<file path="config.mk">
export PLATFORM = sky130hd
export DESIGN_NAME = hdlp_pair
export DESIGN_NICKNAME = d
export VERILOG_FILES = /design/src/hw/rtl/hex_delay_line_position_assert.svh /design/src/hw/rtl/hdlp_pkg.sv /design/src/hw/rtl/hdlp_pair.sv
export SDC_FILE = /design/constraint.sdc
export NUM_CORES = 1
export LEC_CHECK = 0
export BUFFER_PORTS_ARGS = -buffer_cell sky130_fd_sc_hd__buf_2
export CORE_UTILIZATION = 53
export DETAILED_ROUTE_END_ITERATION = 6
export PLACE_DENSITY = 0.76
export SYNTH_ARGS = -nofsm -noshare
export SYNTH_HDL_FRONTEND = slang
export SYNTH_SLANG_ARGS = --single-unit
</file>
<file path="constraint.sdc">
create_clock -name aclk -period 16.3 [get_ports aclk]
set_input_delay 4.89 -clock aclk [delete_from_list [all_inputs] [get_ports aclk]]
set_output_delay 4.89 -clock aclk [all_outputs]
set_load 0.01 [all_outputs]
</file>
<file path="src/hw/rtl/hex_delay_line_position_assert.svh">
// assertion helpers for the hex delay line position block
`ifndef HEX_DELAY_LINE_POSITION_ASSERT_SVH
`define HEX_DELAY_LINE_POSITION_ASSERT_SVH

`ifndef SYNTHESIS

// same-cycle implication, checked out of reset only
`define HDLP_ASSERT_IMP(label, clk, rstn, ante, cons) \
    label: assert property (@(posedge clk) disable iff (!(rstn)) (ante) |-> (cons)) \
        else $error("hex_delay_line_position: check failed");

// next-cycle implication, checked out of reset only
`define HDLP_ASSERT_NEXT(label, clk, rstn, ante, cons) \
    label: assert property (@(posedge clk) disable iff (!(rstn)) (ante) |=> (cons)) \
        else $error("hex_delay_line_position: check failed");

`else

`define HDLP_ASSERT_IMP(label, clk, rstn, ante, cons)
`define HDLP_ASSERT_NEXT(label, clk, rstn, ante, cons)

`endif

`endif

</file>
<file path="src/hw/rtl/hdlp_pkg.sv">
package hdlp_pkg;

    // detector side codes
    localparam logic SIDE_POS = 1'b0;
    localparam logic SIDE_NEG = 1'b1;

    // particle kind codes
    localparam logic [1:0] KIND_POSITRON = 2'd0;
    localparam logic [1:0] KIND_ION      = 2'd1;

    // destination slot codes
    typedef enum logic [1:0] {
        DEST_POSITRON = 2'd0,
        DEST_ION      = 2'd1,
        DEST_ELECTRON = 2'd2,
        DEST_DISCARD  = 2'd3
    } dest_t;

    localparam int TIME_WIDTH = 32;

    // 1/sqrt(3) in unsigned Q0.16
    localparam int           SCALE_BITS    = 16;
    localparam logic [15:0]  INV_SQRT3_Q16 = 16'd37837;

    localparam int IN_USER_WIDTH  = 6;
    localparam int OUT_USER_WIDTH = 6;

    // per-item side data that rides along the pipeline
    typedef struct packed {
        logic                   used_uv;
        logic                   used_uw;
        logic                   used_vw;
        logic                   valid_res;
        dest_t                  destination;
        logic [TIME_WIDTH-1:0]  time_out;
    } tail_t;

endpackage

</file>
<file path="src/hw/rtl/hdlp_pair.sv">
module hdlp_pair #(
    parameter int CW = 16,
    localparam int XW = CW + 3
) (
    input  logic                   aclk,
    input  logic                   aresetn,
    input  logic                   en,
    input  logic                   in_valid,
    input  logic                   side,
    input  logic signed [CW-1:0]   u,
    input  logic signed [CW-1:0]   v,
    input  logic signed [CW-1:0]   w,
    input  logic                   u_single,
    input  logic                   v_single,
    input  logic                   w_single,
    input  logic [1:0]             kind,
    input  logic [hdlp_pkg::TIME_WIDTH-1:0] time_diff,
    output logic                   out_valid,
    output logic signed [XW-1:0]   xs,
    output logic signed [XW-1:0]   ys,
    output logic [1:0]             cnt,
    output hdlp_pkg::tail_t        tail
);

    logic                  valid_reg;
    logic signed [XW-1:0]  xs_reg, xs_next;
    logic signed [XW-1:0]  ys_reg, ys_next;
    logic [1:0]            cnt_reg, cnt_next;
    hdlp_pkg::tail_t       tail_reg, tail_next;

    // pair selection and numerator sums
    always_comb begin
        logic signed [XW-1:0] ue, ve, we;
        logic uv, uw, vw;
        logic fuv, fuw, fvw;
        ue = $signed({{(XW-CW){u[CW-1]}}, u});
        ve = $signed({{(XW-CW){v[CW-1]}}, v});
        we = $signed({{(XW-CW){w[CW-1]}}, w});
        uv = u_single & v_single;
        uw = u_single & w_single;
        vw = v_single & w_single;
        xs_next  = '0;
        ys_next  = '0;
        cnt_next = 2'd0;
        fuv = 1'b0;
        fuw = 1'b0;
        fvw = 1'b0;
        if (side == hdlp_pkg::SIDE_POS) begin
            // first usable pair only
            if (uv) begin
                xs_next = -ue;
                ys_next = ue - (ve <<< 1);
                fuv = 1'b1;
            end else if (uw) begin
                xs_next = -ue;
                ys_next = (we <<< 1) - ue;
                fuw = 1'b1;
            end else if (vw) begin
                xs_next = -ve - we;
                ys_next = we - ve;
                fvw = 1'b1;
            end
            cnt_next = (uv | uw | vw) ? 2'd1 : 2'd0;
        end else begin
            // mirrored formulas, every usable pair
            fuv = uv;
            fuw = uw;
            fvw = vw;
            if (uv) begin
                xs_next  = xs_next + ue;
                ys_next  = ys_next + (ve <<< 1) - ue;
                cnt_next = cnt_next + 2'd1;
            end
            if (uw) begin
                xs_next  = xs_next + ue;
                ys_next  = ys_next + (we <<< 1) + ue;
                cnt_next = cnt_next + 2'd1;
            end
            if (vw) begin
                xs_next  = xs_next + ve - we;
                ys_next  = ys_next + we + ve;
                cnt_next = cnt_next + 2'd1;
            end
        end
        tail_next.used_uv   = fuv;
        tail_next.used_uw   = fuw;
        tail_next.used_vw   = fvw;
        tail_next.valid_res = (cnt_next != 2'd0);
        tail_next.time_out  = time_diff;
        // destination decode
        if (side == hdlp_pkg::SIDE_NEG) begin
            tail_next.destination = hdlp_pkg::DEST_ELECTRON;
        end else begin
            unique case (kind)
                hdlp_pkg::KIND_POSITRON: tail_next.destination = hdlp_pkg::DEST_POSITRON;
                hdlp_pkg::KIND_ION:      tail_next.destination = hdlp_pkg::DEST_ION;
                default:                 tail_next.destination = hdlp_pkg::DEST_DISCARD;
            endcase
        end
    end

    // stage valid
    always_ff @(posedge aclk) begin
        if (!aresetn) begin
            valid_reg <= 1'b0;
        end else if (en) begin
            valid_reg <= in_valid;
        end
    end

    // stage payload
    always_ff @(posedge aclk) begin
        if (en) begin
            xs_reg   <= xs_next;
            ys_reg   <= ys_next;
            cnt_reg  <= cnt_next;
            tail_reg <= tail_next;
        end
    end

    assign out_valid = valid_reg;
    assign xs        = xs_reg;
    assign ys        = ys_reg;
    assign cnt       = cnt_reg;
    assign tail      = tail_reg;

endmodule

</file>
==> flow_summary.toml <==
[finish]
fin_nets = 1855
seqCellArea_um2 = 2330
drive_gt1_frac = 0.143
fillers = 1979
multi_input_area_um2 = 9040
largest_reg_flops = 38
antenna_cells = 0
fin_util = 0.610
areaGrowthSynthToFinish_pct = 11.5

[power]
switching_share = 0.437
seqPwrFrac = 0.227
p_int_mw = 0.626
leakagePower_nw = 6.12
p_comb_frac = 0.572
clock_power_share = 0.201
switchingPower_mw = 0.486
ir_drop_v = 0.0000613
power_density_nw_per_um2 = 82.8

[sta]
hold_violations = 0
hold_ws_ns = 0.518
worst_slew_pin_slew_ns = 0.884
tns_ns = 0
relSlewSlack = 0.396
fin_crit_sh = 0.696
finalClockSkew_ns = 0
setup_viol_count_final = 0
finalMaxSlewViolations = 0
fin_crit_ns = 11.35
fmax_mhz = 88.1
rsz0062_at_grt = "false"

[synth]
synth_area_leaders = "edfxtp_1 19%, ha_1 16%, fa_1 10%"
synth_fp_nets = 1712
synthTopCellsByCount = "154 x ha_1, 123 x inv_1, 109 x a21oi_1"
seq_area_frac_synth = 0.194
synth-async-reset-ratio = 0
netlist_area_um2 = 12000
yosys_most_used_dff = "edfxtp_1"
synth.distinct_cells = 75
ys_seq_elements = 78
synth_most_common_cell = "ha_1"
netlist_instances = 1408
synth_edf_count = 77
yosysTopAreaCellShare = 0.192
yosys.area.top_type = "edfxtp_1"
synth.avg_cell_area_um2 = 8.55
ys_warn_count = 0

[die]
initial_core_util = 0.547
die_w_um = 153
fp.coreArea_um2 = 22000
die-area_um2 = 23300
ios = 169
die_y_um = 153
fp-row-count = 54

[drt]
drc = 19
wl_um = 38200
drtAntennaViolNets = 0
vias_per_cell = 6.32
vias = 11600
avgRoutedWirePerCell_um = 20.8
drtIter0Drc = 1155
firstDrtPassIters = 7

[grt]
grt_antenna_before_repair = 0
grtUsageTotal = 0.328
grt_max_degree = 62
use_met3 = 0.0492
use_met1 = 0.462
grt_pass1_wl_um = 59300
overflow = 0
busiest_layer = "met2"
grt_pass1_vias = 11000
grtUsageMet2 = 0.509

[hold_path]
hold_class = "flop to flop"

[clock_network]
cts.sinks = 78
clk_pin_slew_ns = 0.07
worstSkewPairLatency_ns = 0.35
cts_resized = 0
cts_buffer_depth = 2
h-tree-depth = 3
postCtsSetupBuffers = 0
cts_made_buffers = 9
cts_tree = "done"
cts_root_buffer = "clkbuf_16"
hold_buffers = 0

[run]
drv_cap = 0

[worst_setup_path]
critPathMaxFanout = 8
cp-start-kind = "input port"
worst_ep_required_time_ns = 16.46
cp.arrival_ns = 11.51
path_class = "input port to flop"
end_kind = "flop"
r2r_slack_ns = 15.71

[placement]
hpwl_um = 30000
routabilityCongestion = 0.951
port_buffers = 168

[run_status]
failed_checks = "DRC"
status = "complete, but fails checks"
worst paths after layout:
kind	from	end	depth (start not counted)
setup reg to reg	out_valid	out_valid	2
hold / removal	out_valid	out_valid	2
setup / recovery	u[2]	ys[18]	28
hold reg to reg	out_valid	out_valid	2
worst max-delay path, stage by stage:
cell	delay, ns
buf_2	0.20
inv_1	0.17
ha_1	0.39
o21a_1	0.22
o31a_1	0.14
o21a_1	0.19
or3_1	0.33
and3_1	0.19
fa_1	0.44
ha_1	0.35
o21ai_0	0.12
o21bai_1	0.14
a2111oi_0	0.66
o41ai_1	0.22
xnor2_1	0.16
nor2_1	0.14
a21oi_1	0.07
fa_1	0.51
inv_1	0.05
ha_1	0.36
a21o_1	0.19
a21o_1	0.18
nor3_1	0.19
a31oi_1	0.17
or3_1	0.37
nand3_1	0.11
a211oi_1	0.09
o31ai_1	0.29
cell type report:
cell class                      count  area share
Timing Repair Buffer              179      0.0690
Sequential cell                    78       0.174
Multi-Input combinational cell   1159       0.673
Clock buffer                        9      0.0168
Tap cell                          280      0.0261
Inverter                          124      0.0347
Clock inverter                      7     0.00634
logic make-up after synthesis:
group	count (synthesis)	share of synthesized area
compound gates	454	0.257
xor+xnor	90	0.0655
mux	10	0.00873
buf+inv	171	0.0550
flops	78	0.194
simple gates	391	0.160
fa+ha+maj	214	0.260
routing by layer:
metal  share of wire  wire [um]  vias up
met3            0.10       3940       73
li1                -          -     5482
met5               0          0        -
met1            0.43      16600     5461
met2            0.43      16500      595
met4           0.030       1170        0
power by group through the flow:
stage               Sequential (mW)  Clock [mW]  Combinational (mW)
finish                        0.252       0.224               0.636
global route                  0.254       0.236               0.699
CTS                           0.252       0.228               0.624
detailed placement            0.256           0               0.617
global placement              0.256           0               0.608
floorplan                     0.269           0               0.442
metrics by stage:
step	power (mW)	cells	setup slack, ns	instance area (um2)
detailed placement	0.874	1820	4.63	13100
global placement	0.864	1820	4.78	13100
floorplan	0.711	1408	5.41	12000
CTS	1.10	1836	4.99	13400
finish	1.11	1836	4.95	13400
global route	1.19	1836	4.30	13400
cell usage in the layout, fill, tap and decap left out, types with 24 or more instances in the layout:
cell	count
nand2_1	80
o21a_1	29
nand3_1	34
inv_1	123
ha_1	154
xor2_1	26
fa_1	60
o21ai_0	71
edfxtp_1	77
nor2_1	107
buf_2	167
a211oi_1	28
xnor2_1	64
nor3_1	47
a21o_1	30
nand2b_1	24
a21oi_1	109
a221oi_1	26
Note: power is estimated with default switching activity, not from simulation.
