<file path="config.mk">
export PLATFORM = sky130hd
export DESIGN_NAME = hdlp_div
export DESIGN_NICKNAME = d
export VERILOG_FILES = /design/src/hw/rtl/hex_delay_line_position_assert.svh /design/src/hw/rtl/hdlp_pkg.sv /design/src/hw/rtl/hdlp_div.sv
export SDC_FILE = /design/constraint.sdc
export NUM_CORES = 2
export LEC_CHECK = 0
export CAP_MARGIN = 20
export CELL_PAD_IN_SITES_DETAIL_PLACEMENT = 1
export CELL_PAD_IN_SITES_GLOBAL_PLACEMENT = 2
export CORE_MARGIN = 10
export CORE_UTILIZATION = 41
export CTS_CLUSTER_SIZE = 25
export DETAILED_ROUTE_END_ITERATION = 12
export DONT_BUFFER_PORTS = 1
export PLACE_DENSITY = 0.88
export RECOVER_POWER = 100
export SKIP_CTS_REPAIR_TIMING = 1
export SYNTH_ARGS = -nofsm -noshare
export SYNTH_HDL_FRONTEND = slang
export SYNTH_SLANG_ARGS = --single-unit
</file>
<file path="constraint.sdc">
create_clock -name aclk -period 8.6 [get_ports aclk]
set_clock_uncertainty 0.2 [all_clocks]
set_input_delay 2.58 -clock aclk [delete_from_list [all_inputs] [get_ports aclk]]
set_output_delay 2.58 -clock aclk [all_outputs]
set_load 0.01 [all_outputs]
</file>
<file path="src/hw/rtl/hex_delay_line_position_assert.svh">
// assertion helpers for the hex delay line position block
`ifndef HEX_DELAY_LINE_POSITION_ASSERT_SVH
`define HEX_DELAY_LINE_POSITION_ASSERT_SVH

`ifndef SYNTHESIS

// same-cycle implication, checked out of reset only
`define HDLP_ASSERT_IMP(label, clk, rstn, ante, cons) \
    label: assert property (@(posedge clk) disable iff (!(rstn)) (ante) |-> (cons)) \
        else $error("hex_delay_line_position: check failed");

// next-cycle implication, checked out of reset only
`define HDLP_ASSERT_NEXT(label, clk, rstn, ante, cons) \
    label: assert property (@(posedge clk) disable iff (!(rstn)) (ante) |=> (cons)) \
        else $error("hex_delay_line_position: check failed");

`else

`define HDLP_ASSERT_IMP(label, clk, rstn, ante, cons)
`define HDLP_ASSERT_NEXT(label, clk, rstn, ante, cons)

`endif

`endif

</file>
<file path="src/hw/rtl/hdlp_pkg.sv">
package hdlp_pkg;

    // detector side codes
    localparam logic SIDE_POS = 1'b0;
    localparam logic SIDE_NEG = 1'b1;

    // particle kind codes
    localparam logic [1:0] KIND_POSITRON = 2'd0;
    localparam logic [1:0] KIND_ION      = 2'd1;

    // destination slot codes
    typedef enum logic [1:0] {
        DEST_POSITRON = 2'd0,
        DEST_ION      = 2'd1,
        DEST_ELECTRON = 2'd2,
        DEST_DISCARD  = 2'd3
    } dest_t;

    localparam int TIME_WIDTH = 32;

    // 1/sqrt(3) in unsigned Q0.16
    localparam int           SCALE_BITS    = 16;
    localparam logic [15:0]  INV_SQRT3_Q16 = 16'd37837;

    localparam int IN_USER_WIDTH  = 6;
    localparam int OUT_USER_WIDTH = 6;

    // per-item side data that rides along the pipeline
    typedef struct packed {
        logic                   used_uv;
        logic                   used_uw;
        logic                   used_vw;
        logic                   valid_res;
        dest_t                  destination;
        logic [TIME_WIDTH-1:0]  time_out;
    } tail_t;

endpackage

</file>
<file path="src/hw/rtl/hdlp_div.sv">
module hdlp_div #(
    parameter int CW = 16,
    localparam int XW = CW + 3,
    localparam int PW = CW + 1
) (
    input  logic                   aclk,
    input  logic                   aresetn,
    input  logic                   en,
    input  logic                   in_valid,
    input  logic signed [XW-1:0]   xs,
    input  logic signed [XW-1:0]   ys,
    input  logic [1:0]             cnt,
    input  hdlp_pkg::tail_t        tail_in,
    output logic                   out_valid,
    output logic signed [PW-1:0]   px,
    output logic signed [PW-1:0]   py,
    output hdlp_pkg::tail_t        tail_out
);

    // dividend width after rounding offset, product width of the y scaling
    localparam int YW = XW + hdlp_pkg::SCALE_BITS + 1;
    localparam int DW = CW + 2;
    localparam logic [DW-1:0] RECIP3 = DW'((64'd1 << DW) / 64'd3);

    // round to nearest, apply sign, saturate to the position range
    function automatic logic [PW-1:0] finish(input logic [DW-1:0] a,
                                             input logic [DW-1:0] q,
                                             input logic          neg,
                                             input logic [1:0]    c);
        logic [DW-1:0] r;
        logic [DW-1:0] q3;
        logic [DW-1:0] mag;
        logic [DW-1:0] lim;
        logic [DW-1:0] neg_mag;
        r  = a - ((q << 1) + q);
        q3 = (r >= DW'(3)) ? q + DW'(1) : q;
        case (c)
            2'd1:    mag = a;
            2'd2:    mag = a >> 1;
            2'd3:    mag = q3;
            default: mag = '0;
        endcase
        lim = neg ? (DW'(1) << (PW - 1)) : ((DW'(1) << (PW - 1)) - DW'(1));
        if (mag > lim) begin
            mag = lim;
        end
        neg_mag = ~mag + DW'(1);
        return neg ? neg_mag[PW-1:0] : mag[PW-1:0];
    endfunction

    // stage 2: y scaling product, x magnitude with rounding offset
    logic                  v2_reg;
    logic [DW-1:0]         ax2_reg, ax2_next;
    logic                  xneg2_reg;
    logic signed [YW-1:0]  yp2_reg, yp2_next;
    logic [1:0]            cnt2_reg;
    hdlp_pkg::tail_t       tail2_reg;

    // stage 3: y magnitude rounded back to the position scale
    logic                  v3_reg;
    logic [DW-1:0]         ax3_reg;
    logic [DW-1:0]         ay3_reg, ay3_next;
    logic                  xneg3_reg, yneg3_reg;
    logic [1:0]            cnt3_reg;
    hdlp_pkg::tail_t       tail3_reg;

    // stage 4: reciprocal multiply for a count of three
    logic                  v4_reg;
    logic [DW-1:0]         ax4_reg, ay4_reg;
    logic [DW-1:0]         qx4_reg, qy4_reg;
    logic [2*DW-1:0]       mx4_next, my4_next;
    logic                  xneg4_reg, yneg4_reg;
    logic [1:0]            cnt4_reg;
    hdlp_pkg::tail_t       tail4_reg;

    // stage 5: final quotient and saturation
    logic                  v5_reg;
    logic [PW-1:0]         px5_reg, py5_reg;
    hdlp_pkg::tail_t       tail5_reg;

    // x magnitude and y product
    always_comb begin
        logic [XW-1:0] xs_u;
        logic [XW-1:0] x_abs;
        xs_u     = xs;
        x_abs    = xs_u[XW-1] ? (~xs_u + XW'(1)) : xs_u;
        ax2_next = DW'(x_abs) + DW'(cnt[1]);
        yp2_next = ys * $signed({1'b0, hdlp_pkg::INV_SQRT3_Q16});
    end

    // y magnitude plus half the divisor, dropped to position scale
    always_comb begin
        logic [YW-1:0] yp_u;
        logic [YW-1:0] y_abs;
        logic [YW:0]   y_sum;
        yp_u     = yp2_reg;
        y_abs    = yp_u[YW-1] ? (~yp_u + YW'(1)) : yp_u;
        y_sum    = {1'b0, y_abs} + (YW+1)'({cnt2_reg, {(hdlp_pkg::SCALE_BITS-1){1'b0}}});
        ay3_next = DW'(y_sum >> hdlp_pkg::SCALE_BITS);
    end

    // divide by three through the reciprocal
    always_comb begin
        mx4_next = ax3_reg * RECIP3;
        my4_next = ay3_reg * RECIP3;
    end

    // valid bits
    always_ff @(posedge aclk) begin
        if (!aresetn) begin
            v2_reg <= 1'b0;
            v3_reg <= 1'b0;
            v4_reg <= 1'b0;
            v5_reg <= 1'b0;
        end else if (en) begin
            v2_reg <= in_valid;
            v3_reg <= v2_reg;
            v4_reg <= v3_reg;
            v5_reg <= v4_reg;
        end
    end

    // payload
    always_ff @(posedge aclk) begin
        if (en) begin
            ax2_reg   <= ax2_next;
            xneg2_reg <= xs[XW-1];
            yp2_reg   <= yp2_next;
            cnt2_reg  <= cnt;
            tail2_reg <= tail_in;

            ax3_reg   <= ax2_reg;
            ay3_reg   <= ay3_next;
            xneg3_reg <= xneg2_reg;
            yneg3_reg <= yp2_reg[YW-1];
            cnt3_reg  <= cnt2_reg;
            tail3_reg <= tail2_reg;

            ax4_reg   <= ax3_reg;
            ay4_reg   <= ay3_reg;
            qx4_reg   <= mx4_next[2*DW-1:DW];
            qy4_reg   <= my4_next[2*DW-1:DW];
            xneg4_reg <= xneg3_reg;
            yneg4_reg <= yneg3_reg;
            cnt4_reg  <= cnt3_reg;
            tail4_reg <= tail3_reg;

            px5_reg   <= finish(ax4_reg, qx4_reg, xneg4_reg, cnt4_reg);
            py5_reg   <= finish(ay4_reg, qy4_reg, yneg4_reg, cnt4_reg);
            tail5_reg <= tail4_reg;
        end
    end

    assign out_valid = v5_reg;
    assign px        = $signed(px5_reg);
    assign py        = $signed(py5_reg);
    assign tail_out  = tail5_reg;

endmodule

</file>
==> results.cfg <==
[critical_path]
cp_max_fo = 13
critPathArrivalTime_ns = 8.28
worst_path_max_delay_cell = or4b_4
worstSetupStartpointType = register
critPathCaptureType = register
required_ns = 8.73
path_class = reg2reg
critPathMaxStageDelay_ns = 0.61

[finish]
postLayoutCoreUtil = 0.448
syn2layout_area_growth_pct = 8.64
fin_area_um2 = 38100
nets = 4158
layout-drive-gt1-share = 0.0530

[floorplanning]
initial_core_util = 0.412
ios = 155
core_um2 = 85000
die_h_um = 312
rows = 107
dieArea_um2 = 97600
die_w_um = 312

[yosys]
yosys-top-cells-area = edfxtp_1, fa_1, ha_1
syn_nets = 4130
synth_seq_area_share = 0.307
netlist_area_um2 = 35000
synth_cell_types = 93
synth_area_leader_cell = edfxtp_1
synth_cells = 3168
synth.most_common_cell = inv_1
synth_edf_count = 356
ys_warn_count = 0
synth_commonest_cells = inv_1, ha_1, edfxtp_1
ys.flop_type = edfxtp_1
synth_area_per_cell_um2 = 11.1
async_reset_ff_frac = 0
synth_top_cell_area_share = 0.305
ys_ff_latch = 360

[sta]
final_hold_viol_count = 0
timing.fmax_ghz = 0.123
maxSlewHeadroom = -0.114
slew_viol_final = 42
worst_pin_slew_ns = 1.67
period_needed_ns = 8.16
fin_crit_sh = 0.949
finalSetupViolations = 0
setup_tns_ns = 0

[detailed_routing]
wl_met1_mm = 38.1
wl_met3_mm = 2.81
drtIter0Drc = 1173
drcViolationCount = 0
drt_first_pass_iters = 5
final_antenna_net_count = 0
dr_wl_met2_mm = 42.0
viasPerCell = 5.27
num_vias = 23100
wl_mm = 84.9
routedWlPerCell_um = 19.4
top_layer_used = met5

[placement]
placed_area_um2 = 36600
dp_hpwl_mm = 70.3
place.gp.congestion = 0.917
port_buffers = 0

[status]
violations = capacitance limit, slew limit
status = finished with violations

[clock_network]
cts_sinks = 360
max-clock-path-buffers = 3
cts_root_buffer = clkbuf_16
cts_tree = done
clk_latency_ns = 0.58
htree_levels = 2
cts_buffers = 40
clk_pin_slew_ns = 0.07

[global_routing]
grt_overflow = 0
grt_pass1_vias = 25600
grt_max_degree = 361
grt_use_total = 0.174
grt_pass1_wl_mm = 138
antenna_found_initial = 3

[hold_path]
hp-class = reg2reg

[flow_run]
drv_cap = 1
## per-layer routing
metal / GRT usage / vias up
met3: 0.0232 / 126
met4: 0.0447 / 2
met5: 0 / -
met1: 0.225 / 11600
li1: - / 11000
met2: 0.304 / 329
## cell families after synthesis
logic type,count (synthesis),synth area share
AND/OR/NAND/NOR,563,0.0818
adder cells (fa/ha/maj),881,0.387
multiplexers,36,0.0106
XOR/XNOR,173,0.0440
AO/OA/AOI/OAI,523,0.101
buffers and inverters,632,0.0681
flip-flops,360,0.307
## final cells by class
class                      instances  area [um^2]
fill                            9233        46900
multi-input combinational       2176        22000
sequential                       360        10800
inverter                         563         2110
tap                             1144         1430
clock buffer                      47         1050
timing repair buffer              55          394
clock inverter                    25          352
antenna                            2         5.00
## path summary, 6_finish.rpt
check	start	endpoint	slack, ns	depth (start not counted)
min	tail2_reg[7]$_DFFE_PP_	tail3_reg[7]$_DFFE_PP_	0.21	0
max	qx4_reg[5]$_DFFE_PP_	px[14]$_DFFE_PP_	0.44	31
min reg2reg	tail2_reg[7]$_DFFE_PP_	tail3_reg[7]$_DFFE_PP_	0.21	0
max reg2reg	qx4_reg[5]$_DFFE_PP_	px[14]$_DFFE_PP_	0.44	31
## through the flow
stage / hold slack [ns] / setup WS (ns) / cells
after CTS: 0.204 / 0.0745 / 4367
after detailed placement: 0.206 / -0.121 / 4295
after global placement: 0.200 / -0.0268 / 4295
final: 0.207 / 0.442 / 4372
after floorplan: 0.200 / 0.175 / 3168
after global routing: 0.222 / -0.0364 / 4372
## placed cells by master, fill, tap and decap left out, drive strengths merged, types with 28 or more instances in the layout
cell	netlist	layout
inv	560	562
mux2i	28	28
a22oi	28	28
buf	5	47
xnor2	116	116
nand2	122	122
ha	541	541
fa	339	339
nand3	41	41
xor2	55	55
a21o	44	44
nand2b	28	28
a21oi	118	118
clkbuf	64	55
nor2	144	144
nand4	35	35
nor3	55	55
edfxtp	356	356
o21ai	111	111
## critical path, delay by kind of cell, from the launching register on
family | cells | cell delay [ns]
buffers and inverters | 3 | 0.53
adder cells (fa/ha/maj) | 4 | 1.45
flip-flops | 1 | 0.47
AND/OR/NAND/NOR | 6 | 2.00
AO/OA/AOI/OAI | 18 | 3.26
Power is not shown: default switching activity piles up to over one toggle a cycle in this logic, so the estimate is an artifact.
