==> src/hw/rtl/hex_delay_line_position_assert.svh <==
// assertion helpers for the hex delay line position block
`ifndef HEX_DELAY_LINE_POSITION_ASSERT_SVH
`define HEX_DELAY_LINE_POSITION_ASSERT_SVH

`ifndef SYNTHESIS

// same-cycle implication, checked out of reset only
`define HDLP_ASSERT_IMP(label, clk, rstn, ante, cons) \
    label: assert property (@(posedge clk) disable iff (!(rstn)) (ante) |-> (cons)) \
        else $error("hex_delay_line_position: check failed");

// next-cycle implication, checked out of reset only
`define HDLP_ASSERT_NEXT(label, clk, rstn, ante, cons) \
    label: assert property (@(posedge clk) disable iff (!(rstn)) (ante) |=> (cons)) \
        else $error("hex_delay_line_position: check failed");

`else

`define HDLP_ASSERT_IMP(label, clk, rstn, ante, cons)
`define HDLP_ASSERT_NEXT(label, clk, rstn, ante, cons)

`endif

`endif

==> src/hw/rtl/hdlp_pkg.sv <==
package hdlp_pkg;

    // detector side codes
    localparam logic SIDE_POS = 1'b0;
    localparam logic SIDE_NEG = 1'b1;

    // particle kind codes
    localparam logic [1:0] KIND_POSITRON = 2'd0;
    localparam logic [1:0] KIND_ION      = 2'd1;

    // destination slot codes
    typedef enum logic [1:0] {
        DEST_POSITRON = 2'd0,
        DEST_ION      = 2'd1,
        DEST_ELECTRON = 2'd2,
        DEST_DISCARD  = 2'd3
    } dest_t;

    localparam int TIME_WIDTH = 32;

    // 1/sqrt(3) in unsigned Q0.16
    localparam int           SCALE_BITS    = 16;
    localparam logic [15:0]  INV_SQRT3_Q16 = 16'd37837;

    localparam int IN_USER_WIDTH  = 6;
    localparam int OUT_USER_WIDTH = 6;

    // per-item side data that rides along the pipeline
    typedef struct packed {
        logic                   used_uv;
        logic                   used_uw;
        logic                   used_vw;
        logic                   valid_res;
        dest_t                  destination;
        logic [TIME_WIDTH-1:0]  time_out;
    } tail_t;

endpackage

==> src/hw/rtl/hdlp_root.sv <==
module hdlp_root #(
    parameter int CW = 16,
    localparam int PW = CW + 1
) (
    input  logic                   aclk,
    input  logic                   aresetn,
    input  logic                   en,
    input  logic                   in_valid,
    input  logic signed [PW-1:0]   px_in,
    input  logic signed [PW-1:0]   py_in,
    input  hdlp_pkg::tail_t        tail_in,
    output logic                   out_valid,
    output logic [PW-1:0]          px_out,
    output logic [PW-1:0]          py_out,
    output logic [PW-1:0]          radius,
    output hdlp_pkg::tail_t        tail_out
);

    localparam int SW = 2 * PW;
    localparam int RB = PW;
    localparam int RW = RB + 3;

    // squares
    logic                  v6_reg;
    logic signed [SW-1:0]  sqx6_next, sqy6_next;
    logic [SW-1:0]         sqx6_reg, sqy6_reg;
    logic [PW-1:0]         px6_reg, py6_reg;
    hdlp_pkg::tail_t       tail6_reg;

    // sum of squares
    logic                  v7_reg;
    logic [SW-1:0]         s7_reg;
    logic [PW-1:0]         px7_reg, py7_reg;
    hdlp_pkg::tail_t       tail7_reg;

    // root digit stages, index 0 is the sum stage
    logic                  v_w    [RB+1];
    logic [SW-1:0]         s_w    [RB+1];
    logic [RW-1:0]         rem_w  [RB+1];
    logic [RB-1:0]         root_w [RB+1];
    logic [PW-1:0]         px_w   [RB+1];
    logic [PW-1:0]         py_w   [RB+1];
    hdlp_pkg::tail_t       tail_w [RB+1];

    logic                  v_stage_reg    [RB];
    logic [SW-1:0]         s_stage_reg    [RB];
    logic [RW-1:0]         rem_stage_reg  [RB];
    logic [RB-1:0]         root_stage_reg [RB];
    logic [PW-1:0]         px_stage_reg   [RB];
    logic [PW-1:0]         py_stage_reg   [RB];
    hdlp_pkg::tail_t       tail_stage_reg [RB];

    // rounding stage
    logic                  vo_reg;
    logic [PW-1:0]         rad_reg, rad_next;
    logic [PW-1:0]         pxo_reg, pyo_reg;
    hdlp_pkg::tail_t       tailo_reg;

    assign sqx6_next = px_in * px_in;
    assign sqy6_next = py_in * py_in;

    always_ff @(posedge aclk) begin
        if (!aresetn) begin
            v6_reg <= 1'b0;
            v7_reg <= 1'b0;
            vo_reg <= 1'b0;
        end else if (en) begin
            v6_reg <= in_valid;
            v7_reg <= v6_reg;
            vo_reg <= v_w[RB];
        end
    end

    always_ff @(posedge aclk) begin
        if (en) begin
            sqx6_reg  <= sqx6_next;
            sqy6_reg  <= sqy6_next;
            px6_reg   <= px_in;
            py6_reg   <= py_in;
            tail6_reg <= tail_in;

            s7_reg    <= sqx6_reg + sqy6_reg;
            px7_reg   <= px6_reg;
            py7_reg   <= py6_reg;
            tail7_reg <= tail6_reg;
        end
    end

    assign v_w[0]    = v7_reg;
    assign s_w[0]    = s7_reg;
    assign rem_w[0]  = '0;
    assign root_w[0] = '0;
    assign px_w[0]   = px7_reg;
    assign py_w[0]   = py7_reg;
    assign tail_w[0] = tail7_reg;

    // one result bit per stage, restoring square root
    for (genvar k = 0; k < RB; k++) begin : g_digit
        logic [RW-1:0] cur;
        logic [RW-1:0] trial;
        logic [RW-1:0] rem_next;
        logic [RB-1:0] root_next;

        always_comb begin
            cur   = {rem_w[k][RW-3:0], s_w[k][SW-1-2*k -: 2]};
            trial = RW'({root_w[k], 2'b01});
            if (cur >= trial) begin
                rem_next  = cur - trial;
                root_next = {root_w[k][RB-2:0], 1'b1};
            end else begin
                rem_next  = cur;
                root_next = {root_w[k][RB-2:0], 1'b0};
            end
        end

        always_ff @(posedge aclk) begin
            if (!aresetn) begin
                v_stage_reg[k] <= 1'b0;
            end else if (en) begin
                v_stage_reg[k] <= v_w[k];
            end
        end

        always_ff @(posedge aclk) begin
            if (en) begin
                s_stage_reg[k]    <= s_w[k];
                rem_stage_reg[k]  <= rem_next;
                root_stage_reg[k] <= root_next;
                px_stage_reg[k]   <= px_w[k];
                py_stage_reg[k]   <= py_w[k];
                tail_stage_reg[k] <= tail_w[k];
            end
        end

        assign v_w[k+1]    = v_stage_reg[k];
        assign s_w[k+1]    = s_stage_reg[k];
        assign rem_w[k+1]  = rem_stage_reg[k];
        assign root_w[k+1] = root_stage_reg[k];
        assign px_w[k+1]   = px_stage_reg[k];
        assign py_w[k+1]   = py_stage_reg[k];
        assign tail_w[k+1] = tail_stage_reg[k];
    end

    // round to nearest and saturate
    always_comb begin
        logic [RB:0] up;
        up = {1'b0, root_w[RB]} + (RB+1)'(rem_w[RB] > RW'(root_w[RB]));
        rad_next = up[RB] ? {PW{1'b1}} : up[RB-1:0];
    end

    always_ff @(posedge aclk) begin
        if (en) begin
            rad_reg   <= rad_next;
            pxo_reg   <= px_w[RB];
            pyo_reg   <= py_w[RB];
            tailo_reg <= tail_w[RB];
        end
    end

    assign out_valid = vo_reg;
    assign px_out    = pxo_reg;
    assign py_out    = pyo_reg;
    assign radius    = rad_reg;
    assign tail_out  = tailo_reg;

endmodule

==> config.mk <==
export PLATFORM = sky130hd
export DESIGN_NAME = hdlp_root
export DESIGN_NICKNAME = d
export VERILOG_FILES = /design/src/hw/rtl/hex_delay_line_position_assert.svh /design/src/hw/rtl/hdlp_pkg.sv /design/src/hw/rtl/hdlp_root.sv
export SDC_FILE = /design/constraint.sdc
export NUM_CORES = 2
export LEC_CHECK = 0
export BUFFER_PORTS_ARGS = -buffer_cell sky130_fd_sc_hd__buf_4
export CAP_MARGIN = 20
export CORE_AREA = 2 2 426 428
export DETAILED_ROUTE_END_ITERATION = 8
export DIE_AREA = 0 0 428 430
export PLACE_DENSITY = 0.76
export SLEW_MARGIN = 5
export SYNTH_ARGS = -nofsm -noshare
export SYNTH_HDL_FRONTEND = slang
export SYNTH_SLANG_ARGS = --single-unit
==> constraint.sdc <==
create_clock -name aclk -period 7.7 [get_ports aclk]
set_input_delay 1.54 -clock aclk [delete_from_list [all_inputs] [get_ports aclk]]
set_output_delay 1.54 -clock aclk [all_outputs]
set_load 0.1 [all_outputs]
==> flow_summary.yaml <==
outcome:
  status: "finished, final reports clean"
power_and_ir_drop:
  clkPwrFrac: 0.221
  power_leakage_nw: 45.0
  seqPwrFrac: 0.358
  swShare: 0.341
  switching_power_mw: 16.1
  power.internal_mw: 31.2
  pwr-share-comb: 0.422
  vdd_ir_drop_max_mv: 0.654
  p_per_area_mw_per_mm2: 414
global_routing:
  grt_pass1_vias: 51500
  grt_max_degree: 189
  grt_remaining_overflow: 0
  antenna_found_initial: 0
  grt_usage: 0.175
  grt_pass1_wl_mm: 259
layout:
  drive_above_1_share: 0.0983
  fin_nets: 7925
  mostFrequentLayoutCells: "edfxtp_1 (2,284), inv_1 (913), fa_1 (532), ha_1 (403), nand2_1 (349)"
  area_delta_synth_final_pct: 12.2
  largest_reg_flops: 646
  layout_commonest_cell: "edfxtp_1"
  stdcell_count: 9473
floorplanning:
  die_width_um: 428
  ios: 166
  start_util: 0.565
  fp.coreArea_mm2: 0.180
  dieArea_mm2: 0.184
  row_count: 156
  die_y_um: 430
clock_network:
  clk_pin_slew_ns: 0.06
  clk_path_buf_depth: 3
  root_buffer: "clkbuf_16"
  clock_sinks: 2288
  postCtsSetupBuffers: 0
  cts_tree: "done"
  hold_buffers: 0
  cts_resized: 0
  htree_levels: 4
  numCtsBuffers: 219
  clock_latency_ns: 0.85
critical_path:
  worstRegToRegCells: 11
  cp-start-kind: "input port"
  r2r-start: "rem_stage_reg[1][40]$_DFFE_PP_"
  cp_max_fo: 7
  ff2ff_setup_slack_ns: 3.53
  critPathRequiredTime_ns: 8.26
  cp-startpoint: "px_in[10]"
  r2r_end: "rem_stage_reg[1][64]$_DFFE_PP_"
  path_class: "in2reg"
  crit_arrival_ns: 7.67
  end_kind: "flop"
timing:
  fmax_mhz: 141
  post-route-min-period_ns: 7.11
  maxSlewViolCount: 0
  setup_viol: 0
  fin_worst_skew_ns: 0.0499
  hold_viol_final: 0
  rsz0062_at_grt: "no"
  tightest_slew_ns: 1.06
  worst_slack_ns: 0.586
  fin_hold_ws_ns: 0.377
  slew_headroom: 0.296
  finalCritPeriodShare: 0.924
detailed_routing:
  drc: 0
  routed_wl_mm: 158
  drt_pass1_iterations: 8
  vias: 49000
  drtIter0Drc: 3019
  vias_per_cell: 5.18
  wl_per_cell_um: 16.7
  drt.antenna.violating_nets: 0
hold_path:
  hold_path.class: "reg2reg"
  min_from: "py_stage_reg[4][7]$_DFFE_PP_"
  min_to: "py_stage_reg[5][7]$_DFFE_PP_"
  hold_path_depth: 0
logic_synthesis:
  synth_edf_count: 2284
  ys_warn_count: 0
  syn_avg_cell_area_um2: 15.7
  async_flop_share: 0
  yosysSeqAreaShare: 0.676
  ys_types: 75
  netlist_area_mm2: 0.102
  postSynthCellCount: 6467
  ys_ff_latch: 2288
  synthFlopType: "edfxtp_1"
  syn-num-nets: 7478
placed_design:
  io_buffers: 165
  dp.cells: 9062
  place_congestion: 0.885
  dpl_worst_slack_ns: -0.269
  dpl.hpwl_mm: 107
run:
  cap_violations: 0
[power by group through the flow]
stage	clock network, mW	logic, mW	registers (mW)
after global placement	0	19.6	17.1
after global routing	11.2	22.8	17.0
after floorplan	0	14.5	17.1
after CTS	10.8	20.2	16.9
after detailed placement	0	20.1	17.2
final	10.4	19.9	16.9
[per-stage QoR]
step / utilization / setup TNS [ns] / area (µm²) / total power, mW
finish: 0.634 / 0 / 114000 / 47.2
global route: 0.634 / 0 / 114000 / 51.0
CTS: 0.634 / 0 / 114000 / 47.9
detailed placement: 0.594 / -0.568 / 107000 / 37.3
global placement: 0.594 / -0.255 / 107000 / 36.7
floorplan: - / 0 / 102000 / 31.6
[cell type report]
| cell class | instances | area (µm²) |
|---|---|---|
| sequential | 2288 | 68700 |
| fill | 12500 | 65800 |
| multi-input combinational | 3173 | 29200 |
| clock buffer | 248 | 5630 |
| inverter | 914 | 3430 |
| tap | 2370 | 2970 |
| timing repair buffer | 318 | 2580 |
| clock inverter | 161 | 1540 |
| antenna | 1 | 2.50 |
[kinds of logic (layout without fill, tap and decap cells)]
logic type | Yosys count | after routing | share of synthesized area
xor+xnor | 324 | 324 | 0.0279
buf+inv | 1006 | 1641 | 0.0372
simple gates | 1192 | 1192 | 0.0580
mux | 28 | 28 | 0.00302
other cells | 1 | 2 | 0.0000369
fa+ha+maj | 935 | 935 | 0.154
compound gates | 693 | 693 | 0.0436
flops | 2288 | 2288 | 0.676
[critical path, cell delays in order]
cell and delay [ns]:
buf_4 0.15, and2_1 0.17, fa_1 0.54, inv_1 0.06, fa_1 0.49, fa_1 0.51, inv_1 0.05, fa_1 0.49
fa_1 0.49, inv_1 0.05, fa_1 0.47, inv_1 0.04, ha_1 0.28, a211oi_1 0.23, o21ai_0 0.13, a221o_1 0.33
nor3_2 0.28, o21ai_1 0.17, nor4b_2 0.38, nor3_1 0.12, a2111oi_2 0.39, a21oi_1 0.13, xnor2_1 0.15
[layer usage]
metal  up-vias  GRT usage  share of wire
met5         -          0              0
met4         0     0.0826          0.046
li1      23700          -              -
met1     24200      0.207           0.40
met3       356     0.0284          0.033
met2       852      0.315           0.52
[cell usage after synthesis, types with 16 or more instances]
cell	n	share of area
nor4_1	31	0.0019
xnor2_1	210	0.018
nor2_1	236	0.0087
o21bai_1	16	0.0012
clkbuf_1	88	0.0033
xor2_1	114	0.0098
inv_1	913	0.034
a21oi_1	196	0.0097
and2_1	136	0.0084
nand3_1	64	0.0032
a21o_1	71	0.0052
mux2_2	21	0.0023
a21boi_0	28	0.0021
o21ai_0	158	0.0078
nor2b_1	65	0.0040
or3_1	25	0.0015
and3_1	38	0.0023
nand2_1	349	0.013
nor3_1	96	0.0047
nand4_1	32	0.0020
o31ai_1	41	0.0030
edfxtp_1	2284	0.67
ha_1	403	0.050
nand2b_1	56	0.0034
or2_2	21	0.0013
o21a_1	75	0.0055
a211oi_1	18	0.0013
fa_1	532	0.10
[worst max path at each step]
stage / end / slack [ns] / cells after the start
after floorplan: sqx6_reg[33]$_DFFE_PP_ / 0.002 / 25
after global placement: sqx6_reg[33]$_DFFE_PP_ / -0.15 / 23
after detailed placement: sqx6_reg[33]$_DFFE_PP_ / -0.27 / 23
after CTS: sqx6_reg[33]$_DFFE_PP_ / 0.62 / 23
after global routing: sqx6_reg[33]$_DFFE_PP_ / 0.23 / 24
final: sqx6_reg[33]$_DFFE_PP_ / 0.59 / 23
No activity file was read; power rests on OpenSTA's default activity.
